$ cat config.mk
export PLATFORM = sky130hd
export DESIGN_NAME = linear_interpolation_table
export DESIGN_NICKNAME = d
export VERILOG_FILES = /design/src/design/lit_pkg.sv /design/src/design/lit_front.sv /design/src/design/lit_back.sv /design/src/design/linear_interpolation_table.sv
export SDC_FILE = /design/constraint.sdc
export NUM_CORES = 2
export LEC_CHECK = 0
export ABC_CLOCK_PERIOD_IN_PS = 9000
export BUFFER_PORTS_ARGS = -buffer_cell sky130_fd_sc_hd__buf_2
export CAP_MARGIN = 20
export CELL_PAD_IN_SITES_DETAIL_PLACEMENT = 1
export CELL_PAD_IN_SITES_GLOBAL_PLACEMENT = 2
export CORE_ASPECT_RATIO = 1.1
export CORE_MARGIN = 4
export CORE_UTILIZATION = 44
export DETAILED_ROUTE_END_ITERATION = 8
export GPL_ROUTABILITY_DRIVEN = 0
export PLACE_DENSITY_LB_ADDON = 0.1
export REMOVE_ABC_BUFFERS = 1
export SYNTH_ARGS = -nofsm -noshare
export SYNTH_HDL_FRONTEND = slang
export SYNTH_SLANG_ARGS = --single-unit
$ cat constraint.sdc
create_clock -name clock -period 9 [get_ports clock]
set_input_delay 1.35 -clock clock [delete_from_list [all_inputs] [get_ports clock]]
set_output_delay 1.35 -clock clock [all_outputs]
set_load 0.02 [all_outputs]
$ cat src/design/lit_pkg.sv
`default_nettype none
package lit_pkg;

   localparam int unsigned DEF_TABLE_DEPTH = 64;

   localparam logic [1:0] OPC_CLEAR = 2'd0;
   localparam logic [1:0] OPC_LOAD  = 2'd1;
   localparam logic [1:0] OPC_QUERY = 2'd2;
   localparam logic [1:0] OPC_NOP   = 2'd3;

   localparam logic [1:0] ST_OK    = 2'd0;
   localparam logic [1:0] ST_RANGE = 2'd1;
   localparam logic [1:0] ST_EMPTY = 2'd2;
   localparam logic [1:0] ST_FULL  = 2'd3;

   typedef enum logic [1:0] {
      KIND_CLEAR,
      KIND_LOAD,
      KIND_QUERY,
      KIND_NOP
   } kind_type;

   typedef struct packed {
      kind_type           kind;
      logic signed [15:0] x;
      logic signed [15:0] y;
   } item_type;

endpackage
`default_nettype wire

$ cat src/design/lit_front.sv
`default_nettype none
module lit_front (
   input  wire                 clock,
   input  wire                 reset,
   input  wire                 req_tvalid,
   output logic                req_tready,
   input  wire  [31:0]         req_tdata,
   input  wire  [1:0]          req_tuser,
   output logic                q_valid,
   output lit_pkg::item_type   q_item,
   input  wire                 q_pop
);

   lit_pkg::item_type entry_ff [2];
   logic              wr_ptr_ff, wr_ptr_in;
   logic              rd_ptr_ff, rd_ptr_in;
   logic [1:0]        fill_ff, fill_in;
   lit_pkg::item_type new_item;
   logic              push;

   always_comb begin
      case (req_tuser)
         lit_pkg::OPC_CLEAR: new_item.kind = lit_pkg::KIND_CLEAR;
         lit_pkg::OPC_LOAD:  new_item.kind = lit_pkg::KIND_LOAD;
         lit_pkg::OPC_QUERY: new_item.kind = lit_pkg::KIND_QUERY;
         default:            new_item.kind = lit_pkg::KIND_NOP;
      endcase
      new_item.x = req_tdata[15:0];
      new_item.y = req_tdata[31:16];
   end

   assign req_tready = (fill_ff != 2'd2);
   assign push       = req_tvalid && req_tready;
   assign q_valid    = (fill_ff != 2'd0);
   assign q_item     = entry_ff[rd_ptr_ff];

   always_comb begin
      wr_ptr_in = push ? ~wr_ptr_ff : wr_ptr_ff;
      rd_ptr_in = q_pop ? ~rd_ptr_ff : rd_ptr_ff;
      fill_in   = fill_ff + {1'b0, push} - {1'b0, q_pop};
   end

   always_ff @(posedge clock) begin
      if (push) begin
         entry_ff[wr_ptr_ff] <= new_item;
      end
   end

   always_ff @(posedge clock) begin
      if (reset) begin
         wr_ptr_ff <= 1'b0;
         rd_ptr_ff <= 1'b0;
         fill_ff   <= 2'd0;
      end else begin
         wr_ptr_ff <= wr_ptr_in;
         rd_ptr_ff <= rd_ptr_in;
         fill_ff   <= fill_in;
      end
   end

   a_pop_nonempty: assert property (@(posedge clock) disable iff (reset)
      q_pop |-> q_valid) else $error("pop from empty queue");
   a_fill_bound: assert property (@(posedge clock) disable iff (reset)
      fill_ff != 2'd3) else $error("queue fill out of range");
   a_full_no_push: assert property (@(posedge clock) disable iff (reset)
      (fill_ff == 2'd2) && !q_pop |=> fill_ff == 2'd2) else $error("queue lost entry");

endmodule
`default_nettype wire

$ cat src/design/lit_back.sv
`default_nettype none
module lit_back #(
   parameter int unsigned TABLE_DEPTH = lit_pkg::DEF_TABLE_DEPTH
) (
   input  wire                 clock,
   input  wire                 reset,
   input  wire                 q_valid,
   input  wire lit_pkg::item_type q_item,
   output logic                q_pop,
   output logic                rsp_tvalid,
   input  wire                 rsp_tready,
   output logic [15:0]         rsp_tdata,
   output logic [2:0]          rsp_tuser
);

   localparam int unsigned IDX_W = (TABLE_DEPTH > 1) ? $clog2(TABLE_DEPTH) : 1;
   localparam int unsigned CNT_W = $clog2(TABLE_DEPTH + 1);

   typedef enum logic [3:0] {
      S_IDLE, S_LD_RD, S_LD_CHK, S_Q_RD, S_Q_CHK, S_MUL, S_DVI, S_DIV, S_ADD, S_OUT
   } state_type;

   logic [15:0] x_mem [TABLE_DEPTH];
   logic [15:0] y_mem [TABLE_DEPTH];
   logic signed [15:0] x_rd_ff, y_rd_ff;

   state_type          state_ff;
   logic [CNT_W-1:0]   cnt_ff, i_ff;
   logic [IDX_W-1:0]   k_ff;
   logic signed [15:0] px_ff, py_ff, xa_ff, ya_ff, xb_ff, yb_ff;
   logic signed [33:0] prod_ff;
   logic [16:0]        den_ff, rem_ff;
   logic [32:0]        quo_ff;
   logic               neg_ff;
   logic [5:0]         step_ff;
   logic [15:0]        val_ff;
   logic [1:0]         st_ff;
   logic               hit_ff;
   logic               rsp_valid_ff;
   logic [15:0]        rsp_val_ff;
   logic [2:0]         rsp_user_ff;

   logic               we;
   logic [IDX_W-1:0]   wa, ra;
   logic [15:0]        wx, wy;
   logic signed [16:0] dq, dy;
   logic [17:0]        trial;
   logic signed [34:0] qs, sum;
   logic [32:0]        mag;

   assign q_pop      = (state_ff == S_IDLE) && q_valid;
   assign rsp_tvalid = rsp_valid_ff;
   assign rsp_tdata  = rsp_val_ff;
   assign rsp_tuser  = rsp_user_ff;

   always_comb begin
      we = 1'b0;
      wa = k_ff;
      wx = px_ff;
      wy = py_ff;
      ra = k_ff - IDX_W'(1);
      case (state_ff)
         S_LD_RD: begin
            we = (k_ff == '0);
         end
         S_LD_CHK: begin
            we = 1'b1;
            if (x_rd_ff > px_ff) begin
               wx = x_rd_ff;
               wy = y_rd_ff;
            end
         end
         S_Q_RD: begin
            ra = i_ff[IDX_W-1:0];
         end
         default: begin
         end
      endcase
   end

   always_ff @(posedge clock) begin
      if (we) begin
         x_mem[wa] <= wx;
         y_mem[wa] <= wy;
      end
      x_rd_ff <= x_mem[ra];
      y_rd_ff <= y_mem[ra];
   end

   always_comb begin
      dq    = 17'(px_ff) - 17'(xa_ff);
      dy    = 17'(yb_ff) - 17'(ya_ff);
      mag   = prod_ff[33] ? 33'(-prod_ff) : prod_ff[32:0];
      trial = {rem_ff, quo_ff[32]};
      qs    = neg_ff ? -35'(quo_ff) : 35'(quo_ff);
      sum   = 35'(ya_ff) + qs;
   end

   always_ff @(posedge clock) begin
      if (reset) begin
         state_ff     <= S_IDLE;
         cnt_ff       <= '0;
         rsp_valid_ff <= 1'b0;
      end else begin
         // S_OUT reloads the response register itself
         if (rsp_valid_ff && rsp_tready && (state_ff != S_OUT)) begin
            rsp_valid_ff <= 1'b0;
         end
         case (state_ff)
            S_IDLE: begin
               if (q_valid) begin
                  px_ff  <= q_item.x;
                  py_ff  <= q_item.y;
                  val_ff <= '0;
                  hit_ff <= 1'b0;
                  i_ff   <= '0;
                  k_ff   <= cnt_ff[IDX_W-1:0];
                  case (q_item.kind)
                     lit_pkg::KIND_CLEAR: begin
                        cnt_ff   <= '0;
                        st_ff    <= lit_pkg::ST_OK;
                        state_ff <= S_OUT;
                     end
                     lit_pkg::KIND_LOAD: begin
                        if (cnt_ff == CNT_W'(TABLE_DEPTH)) begin
                           st_ff    <= lit_pkg::ST_FULL;
                           state_ff <= S_OUT;
                        end else begin
                           st_ff    <= lit_pkg::ST_OK;
                           state_ff <= S_LD_RD;
                        end
                     end
                     lit_pkg::KIND_QUERY: begin
                        if (cnt_ff == '0) begin
                           st_ff    <= lit_pkg::ST_EMPTY;
                           state_ff <= S_OUT;
                        end else begin
                           st_ff    <= lit_pkg::ST_OK;
                           state_ff <= S_Q_RD;
                        end
                     end
                     default: begin
                        st_ff    <= lit_pkg::ST_OK;
                        state_ff <= S_OUT;
                     end
                  endcase
               end
            end
            S_LD_RD: begin
               if (k_ff == '0) begin
                  cnt_ff   <= cnt_ff + CNT_W'(1);
                  state_ff <= S_OUT;
               end else begin
                  state_ff <= S_LD_CHK;
               end
            end
            S_LD_CHK: begin
               if (x_rd_ff > px_ff) begin
                  k_ff     <= k_ff - IDX_W'(1);
                  state_ff <= S_LD_RD;
               end else begin
                  cnt_ff   <= cnt_ff + CNT_W'(1);
                  state_ff <= S_OUT;
               end
            end
            S_Q_RD: state_ff <= S_Q_CHK;
            S_Q_CHK: begin
               if (x_rd_ff == px_ff) begin
                  val_ff   <= y_rd_ff;
                  hit_ff   <= 1'b1;
                  state_ff <= S_OUT;
               end else if (x_rd_ff > px_ff) begin
                  xb_ff <= x_rd_ff;
                  yb_ff <= y_rd_ff;
                  if (i_ff == '0) begin
                     st_ff    <= lit_pkg::ST_RANGE;
                     state_ff <= S_OUT;
                  end else begin
                     state_ff <= S_MUL;
                  end
               end else begin
                  xa_ff <= x_rd_ff;
                  ya_ff <= y_rd_ff;
                  if (i_ff + CNT_W'(1) == cnt_ff) begin
                     st_ff    <= lit_pkg::ST_RANGE;
                     state_ff <= S_OUT;
                  end else begin
                     i_ff     <= i_ff + CNT_W'(1);
                     state_ff <= S_Q_RD;
                  end
               end
            end
            S_MUL: begin
               prod_ff  <= dq * dy;
               den_ff   <= 17'(xb_ff) - 17'(xa_ff);
               state_ff <= S_DVI;
            end
            S_DVI: begin
               neg_ff   <= prod_ff[33];
               quo_ff   <= mag;
               rem_ff   <= '0;
               step_ff  <= '0;
               state_ff <= S_DIV;
            end
            S_DIV: begin
               // restoring divide, one quotient bit per cycle
               if (trial >= {1'b0, den_ff}) begin
                  rem_ff <= 17'(trial - {1'b0, den_ff});
                  quo_ff <= {quo_ff[31:0], 1'b1};
               end else begin
                  rem_ff <= trial[16:0];
                  quo_ff <= {quo_ff[31:0], 1'b0};
               end
               step_ff <= step_ff + 6'd1;
               if (step_ff == 6'd32) state_ff <= S_ADD;
            end
            S_ADD: begin
               if (sum > 35'sd32767) val_ff <= 16'h7fff;
               else if (sum < -35'sd32768) val_ff <= 16'h8000;
               else val_ff <= sum[15:0];
               state_ff <= S_OUT;
            end
            S_OUT: begin
               if (!rsp_valid_ff || rsp_tready) begin
                  rsp_valid_ff <= 1'b1;
                  rsp_val_ff   <= val_ff;
                  rsp_user_ff  <= {hit_ff, st_ff};
                  state_ff     <= S_IDLE;
               end
            end
            default: state_ff <= S_IDLE;
         endcase
      end
   end

   a_cnt_bound: assert property (@(posedge clock) disable iff (reset)
      cnt_ff <= CNT_W'(TABLE_DEPTH)) else $error("entry count overflow");
   a_den_nonzero: assert property (@(posedge clock) disable iff (reset)
      state_ff == S_DIV |-> den_ff != '0) else $error("zero divisor");
   a_scan_bound: assert property (@(posedge clock) disable iff (reset)
      state_ff == S_Q_RD |-> i_ff < cnt_ff) else $error("scan past last entry");

endmodule
`default_nettype wire

$ cat src/design/linear_interpolation_table.sv
// Piecewise linear interpolation table.
// Request channel req_*: tuser carries the opcode (clear/load/query/nop),
// tdata carries point_x (Q8.8) and point_y (Q4.12). Every request gives
// exactly one response on rsp_*: tdata is value (Q4.12, saturated), tuser
// holds status and the exact-hit flag.
// A two-entry queue separates the front, which accepts requests, from the
// back engine, which owns the breakpoint memory (one read, one write port).
// Clear, nop and dropped loads go straight to the response. A load is a
// shift walk over the memory port: entries above the insertion point move
// up one place each, then the new point is written. A query scans entries
// from the lowest and, when it interpolates, multiplies and then runs a
// 33-step serial divide. The back engine takes one request at a time.
// Reset empties the table and the queue; memory contents are not cleared.
// A stalled rsp_tready holds the response; the back engine then waits with
// its next result and the queue fills, after which req_tready drops.
`default_nettype none
module linear_interpolation_table #(
   parameter int unsigned TABLE_DEPTH = lit_pkg::DEF_TABLE_DEPTH
) (
   input  wire         clock,
   input  wire         reset,
   input  wire         req_tvalid,
   output logic        req_tready,
   input  wire  [31:0] req_tdata,   // point_x, point_y
   input  wire  [1:0]  req_tuser,   // opcode
   output logic        rsp_tvalid,
   input  wire         rsp_tready,
   output logic [15:0] rsp_tdata,   // value
   output logic [2:0]  rsp_tuser    // status, exact_hit
);

   logic              q_valid;
   logic              q_pop;
   lit_pkg::item_type q_item;

   lit_front u_front (
      .clock      (clock),
      .reset      (reset),
      .req_tvalid (req_tvalid),
      .req_tready (req_tready),
      .req_tdata  (req_tdata),
      .req_tuser  (req_tuser),
      .q_valid    (q_valid),
      .q_item     (q_item),
      .q_pop      (q_pop)
   );

   lit_back #(
      .TABLE_DEPTH (TABLE_DEPTH)
   ) u_back (
      .clock      (clock),
      .reset      (reset),
      .q_valid    (q_valid),
      .q_item     (q_item),
      .q_pop      (q_pop),
      .rsp_tvalid (rsp_tvalid),
      .rsp_tready (rsp_tready),
      .rsp_tdata  (rsp_tdata),
      .rsp_tuser  (rsp_tuser)
   );

endmodule
`default_nettype wire
## Word-level counts from Yosys, hierarchy flattened

Memories as Yosys holds them, arrays and structs flattened. A register that Yosys moved wholly into a read port is not among the register bits.
Cells that the tools add are included.

- $add $sub $neg: 13
- Multipliers: 1
- Div/mod/pow operators: 0
- $lt $le $gt $ge: 4
- Equality and inequality tests: 32
- Shift operators: 0
- Muxes and demuxes: 66
- Bitwise operators: 5
- Reductions and logical operators: 32

Operators with widths:

| cell | number |
|---|---|
| 16-bit 2-to-1 mux | 8 |
| 33-bit case mux with 2 select lines | 1 |
| 7-bit 2-to-1 mux | 8 |
| 16-bit by 16-bit subtractor with 17-bit output | 3 |
| 16-bit case mux with 3 select lines | 1 |
| 4-bit 2-to-1 mux | 11 |
| 4-bit case mux with 10 select lines | 1 |
| 16-bit by 35-bit adder with 35-bit output | 1 |
| 35-bit by 16-bit greater-than comparator with 1-bit output (second input constant) | 1 |
| 35-bit by 16-bit < comparator with 1-bit output (second input constant) | 1 |
| 35-bit 2-to-1 mux | 1 |
| 33-bit negation with 35-bit output | 1 |
| 17-bit by 17-bit multiplier with 34-bit output | 1 |
| 17-bit case mux with 2 select lines | 1 |
| 33-bit 2-to-1 mux | 1 |
| 33-bit negation | 1 |
| 6-bit case mux with 2 select lines | 2 |
| 7-bit case mux with 3 select lines | 1 |
| 4-bit AND reduction | 5 |
| 18-bit by 17-bit >= comparator with 1-bit output | 1 |
| 6-bit 2-to-1 mux | 3 |
| 17-bit 2-to-1 mux | 1 |
| 17-bit subtractor | 1 |
| 16-bit equality test | 1 |
| 41 further kinds | 96 |

- Flip-flop bits (word level): 271
- Bits in latches: 0
- Bits in writable memories: 2116
- Memory bits (read-only): 0
- Output and inout bits: 21
- Logic and storage cells: 181
- Memories: 3

Memories:

| memory | depth | bits a word | read ports | clocked after Yosys merged registers in | wr ports | line | RTL |
|---|---|---|---|---|---|---|---|
| u_back.x_mem | 64 | 16 | 1 | 1 | 1 | lit_back.sv:23 | `logic [15:0] x_mem [TABLE_DEPTH];` |
| u_back.y_mem | 64 | 16 | 1 | 1 | 1 | lit_back.sv:24 | `logic [15:0] y_mem [TABLE_DEPTH];` |
| u_front.entry_ff | 2 | 34 | 1 | 1 | 1 | lit_front.sv:14 | `lit_pkg::item_type entry_ff [2];` |

## Longest topological paths before layout

- Word-level depth: 7
- Gate-level depth with buffers: 38
- Gate-level depth less buffers: 37

## Modules after synthesis

A second synthesis with hierarchy kept.

- Cell total of the unflattened synthesis: 6558
- Area total of the unflattened synthesis: 110235.7 sq um

Modules (own cells, without submodules):

| module | times used | cells each | area an instance (sq um) |
|---|---|---|---|
| lit_back | 1 | 6422 | 107524.4 |
| lit_front | 1 | 136 | 2711.4 |

## Worst setup path before layout

OpenSTA, ideal clock, no wires.

- Path kind: reg-to-reg
- From: register u_back.xa_ff[0]
- To: register u_back.prod_ff[32] (data pin)
- Library setup time: 258 ps
- Data arrival time: 8743 ps
- Required time: 8742 ps
- Slack: 0 ps
- Cell stages (with the launch flop): 36
- Period minus slack after synthesis: 9000 ps
- Cells stage by stage: edfxtp_1 > ha_1 > fa_1 > nor2b_1 > o21ai_0 > a21boi_0 > o21ai_0 > a21boi_1 > o2111ai_1 > a311oi_2 > o21ai_0 > a21boi_0 > o31a_1 > clkbuf_1 > nor2_1 > fa_1 > inv_1 > fa_1 > inv_1 > fa_1 > fa_1 > fa_1 > inv_1 > fa_1 > inv_1 > ha_1 > a21o_1 > a21o_1 > a21oi_1 > nand2_1 > a211oi_1 > nor4_1 > or3_1 > a31o_2 > a21oi_1 > xnor2_1

- Cells in the longest elaborated chain, start to end: 2

Ends and longest elaborated chain:

| element | line | RTL |
|---|---|---|
| start, declared | lit_back.sv:30 | `logic signed [15:0] px_ff, py_ff, xa_ff, ya_ff, xb_ff, yb_ff;` |
| start signal, assigned | lit_back.sv:182 | `xa_ff <= x_rd_ff;` |
| 16-bit by 16-bit subtractor with 17-bit output | lit_back.sv:91 | `dq = 17'(px_ff) - 17'(xa_ff);` |
| 17-bit by 17-bit multiplier with 34-bit output | lit_back.sv:194 | `prod_ff <= dq * dy;` |
| end signal, assigned | lit_back.sv:194 |  |
| end, declared | lit_back.sv:31 | `logic signed [33:0] prod_ff;` |

Every way passes these cells.
A chain may end at the register's enable or synchronous reset.

## Final worst setup path

- From: register u_back.px_ff[0]
- To: register u_back.prod_ff[32] (data pin)

- Cells in the longest elaborated chain, start to end: 2

Ends and longest elaborated chain:

| element | line | RTL |
|---|---|---|
| start, declared | lit_back.sv:30 |  |
| start signal, assigned | lit_back.sv:112 | `px_ff <= q_item.x;` |
| 16-bit by 16-bit subtractor with 17-bit output | lit_back.sv:91 |  |
| 17-bit by 17-bit multiplier with 34-bit output | lit_back.sv:194 |  |

Every way passes these cells.

==> results_dict.tcl <==
set metrics [dict create \
    clock_insertion_delay_worst_skew_ns 0.83 \
    startpoint_type "flip-flop" \
    clockBufferDepth 4 \
    timing.critical_path.mode_cell "sky130_fd_sc_hd__fa_1" \
    largest_net_degree_at_the_start_of_global_routing 122 \
    grt_overflow_total 0 \
    grt_first_pass_wirelength_um 464000 \
    synth-async-reset-ratio 0 \
    timing.slew.headroom 0.156 \
    path_delay_family "adder cells" \
    final_cell_mix "sky130_fd_sc_hd__edfxtp_1, sky130_fd_sc_hd__mux4_2, sky130_fd_sc_hd__inv_1" \
    crit_required_ns 9.56 \
    crit_path_end_kind "flip-flop" \
    worstHoldPathType "flip-flop to flip-flop" \
    total_number_of_vias 60200 \
    final_common_cell "sky130_fd_sc_hd__edfxtp_1" \
    worstPathBufferInverterCount 6 \
    ys_warn_count 0 \
    grt_use_total 0.249 \
    critical_path.slowest_cell "sky130_fd_sc_hd__fa_1" \
    initial_core_util 0.444 \
    floorplan.die.width_um 484 \
    timing.final.max_slew_violations 0 \
    final_cell_count_no_fill 10300 \
    finalClockSkew_ns 0.0428 \
    drt_pass1_iterations 6 \
    worstPathArrival_ns 9.17 \
    drt_iter0_markers 4913 \
    setup_viol_count_final 0 \
    number_of_buffers_added_on_ports 58 \
    ctsRootBufferMaster "sky130_fd_sc_hd__clkbuf_16" \
    clock_sinks 2420 \
    timing.critical_path.slowest_cell_delay_ns 0.58 \
    hpwlAfterDp_um 203000 \
    worst_slew_pin_slew_ns 1.26 \
    routedWlPerCell_um 31.2 \
    synth_cell_types 75 \
    drt.antenna.violating_nets 0 \
    timing.max_cap.violations 0 \
    cts-buffers-inserted 269 \
    status "finished clean" \
    antenna_found_initial 10 \
    via_per_inst 5.82 \
    yosysSeqAreaShare 0.658 \
    drt_wl_total_um 323000 \
    max_freq_mhz 116 \
    synth_cells 6502 \
    yosys_register_bits 2420 \
    crit_fanout 5 \
    mappedNetlistArea_sq_um 110000 \
    min_period_over_period 0.957 \
    worst_setup_hold_path_clk_slew_ns 0.06 \
    dp_cells 9857 \
    area_growth_pct 13.9 \
    final_period_minus_worst_setup_slack_ns 8.62 \
    post-route-drc-count 0 \
    via_count_of_the_first_global_routing_pass 64300 \
    pin_count 59 \
    synth_enable_flop_cells 2371 \
    critical_path_class "flip-flop to flip-flop" \
    fraction_of_final_layout_cells_with_drive_strength_greater_than_1 0.208 \
    tritoncts "yes" \
    final_area_sq_um 125000 \
    hold_viol_final 0 \
    dpl_cell_area_sq_um 116000 \
    net_count_reported_at_finish 7411 \
    synth_top_flop_cell "sky130_fd_sc_hd__edfxtp_1" \
    setup_tns_ns 0 \
    syn-mean-instance-area_sq_um 16.9 \
    die-area_sq_um 257000 \
    fp.dieH_um 532 \
    core.rowCount 191 \
    cts-htree-levels 5 \
    postLayoutCoreUtil 0.506 \
    core_area_sq_um 247000 \
]
[final cells by class]
type / instances / area (sq um)
diodes: 11 / 27.5
clock buffers: 341 / 7200
clock inverters: 121 / 1110
fillers: 22900 / 122000
inverters: 426 / 1600
multi-input cells: 3355 / 35700
flip-flops and latches: 2420 / 72200
well taps: 3281 / 4110
repair buffers: 386 / 3030
[what timing repair did]
action                                  CTS  global route
cloned                                    0             0
pin swaps                                 1            23
hold buffers                              0             0
endpoints found under the setup margin    8            12
buffers inserted                          2             5
resized for setup                        13            39
[through the flow]
| stage | worst slack, ns | hold slack [ns] |
|---|---|---|
| finish | 0.385 | 0.424 |
| global route | -0.0443 | 0.437 |
| CTS | 0.0202 | 0.425 |
| detailed placement | -0.436 | 0.411 |
| global placement | -0.275 | 0.408 |
| floorplan | -40.17 | 0.400 |
[registers in the layout, summed over array words and instances, names as in the netlist, 17 cells and up, named ones only]
register,count
u_back.den_ff,17
u_back.prod_ff,34
u_back.quo_ff,33
u_back.rem_ff,17
u_back.x_mem,1024
u_back.y_mem,1024
u_front.entry_ff,68
[synthesized netlist by cell type (17+ instances only)]
cell | n | area share
sky130_fd_sc_hd__or2_2 | 18 | 0.0010
sky130_fd_sc_hd__nand2_1 | 323 | 0.011
sky130_fd_sc_hd__mux2_2 | 48 | 0.0049
sky130_fd_sc_hd__or3_1 | 24 | 0.0014
sky130_fd_sc_hd__and2_1 | 21 | 0.0012
sky130_fd_sc_hd__nor2_1 | 322 | 0.011
sky130_fd_sc_hd__inv_1 | 426 | 0.015
sky130_fd_sc_hd__a21o_1 | 40 | 0.0027
sky130_fd_sc_hd__fa_1 | 301 | 0.055
sky130_fd_sc_hd__nand4_1 | 23 | 0.0013
sky130_fd_sc_hd__o211ai_1 | 21 | 0.0014
sky130_fd_sc_hd__nand3_1 | 36 | 0.0016
sky130_fd_sc_hd__xnor2_1 | 126 | 0.010
sky130_fd_sc_hd__o21ai_0 | 148 | 0.0068
sky130_fd_sc_hd__xor2_1 | 77 | 0.0062
sky130_fd_sc_hd__a21boi_0 | 17 | 0.0012
sky130_fd_sc_hd__nand2b_1 | 38 | 0.0022
sky130_fd_sc_hd__mux4_2 | 512 | 0.11
sky130_fd_sc_hd__mux2i_1 | 149 | 0.014
sky130_fd_sc_hd__ha_1 | 214 | 0.024
sky130_fd_sc_hd__clkbuf_1 | 176 | 0.0060
sky130_fd_sc_hd__nor3_1 | 49 | 0.0022
sky130_fd_sc_hd__buf_2 | 74 | 0.0034
sky130_fd_sc_hd__buf_1 | 51 | 0.0017
sky130_fd_sc_hd__a21oi_1 | 238 | 0.011
sky130_fd_sc_hd__edfxtp_1 | 2371 | 0.65
sky130_fd_sc_hd__o21a_1 | 19 | 0.0013
sky130_fd_sc_hd__a211oi_1 | 238 | 0.016
sky130_fd_sc_hd__nor2b_1 | 164 | 0.0094
sky130_fd_sc_hd__o31ai_1 | 23 | 0.0016
sky130_fd_sc_hd__dfxtp_1 | 49 | 0.0089
[worst paths after layout]
| path | start | to | slack (ns) | depth (start not counted) |
|---|---|---|---|---|
| worst max-delay path | u_back.px_ff[0] | u_back.prod_ff[32] | 0.38 | 36 |
| worst min-delay path | u_back.val_ff[10] | u_back.rsp_tdata[10] | 0.42 | 0 |
| worst max register to register | u_back.px_ff[0] | u_back.prod_ff[32] | 0.38 | 36 |
| worst min register to register | u_back.val_ff[10] | u_back.rsp_tdata[10] | 0.42 | 0 |
[kinds of logic after synthesis]
logic type	count (synthesis)	share of synthesized area
flip-flops	2420	0.658
AND/OR/NAND/NOR	1091	0.0475
AO/OA/AOI/OAI	837	0.0493
buffers and inverters	727	0.0257
multiplexers	709	0.124
adder cells (fa/ha/maj)	515	0.0794
XOR/XNOR	203	0.0162
[per-layer routing]
| metal | share of wire | vias up | GRT usage | wire (um) |
|---|---|---|---|---|
| met2 | 0.52 | 1519 | 0.443 | 169000 |
| li1 | - | 25700 | - | - |
| met4 | 0.034 | 0 | 0.0790 | 11100 |
| met5 | 0 | - | 0 | 0 |
| met1 | 0.39 | 32600 | 0.317 | 127000 |
| met3 | 0.049 | 406 | 0.0344 | 15800 |
Power is left out: the tool's default activity adds up to more than one toggle a clock period on the data nets, which glitch-free logic cannot reach.
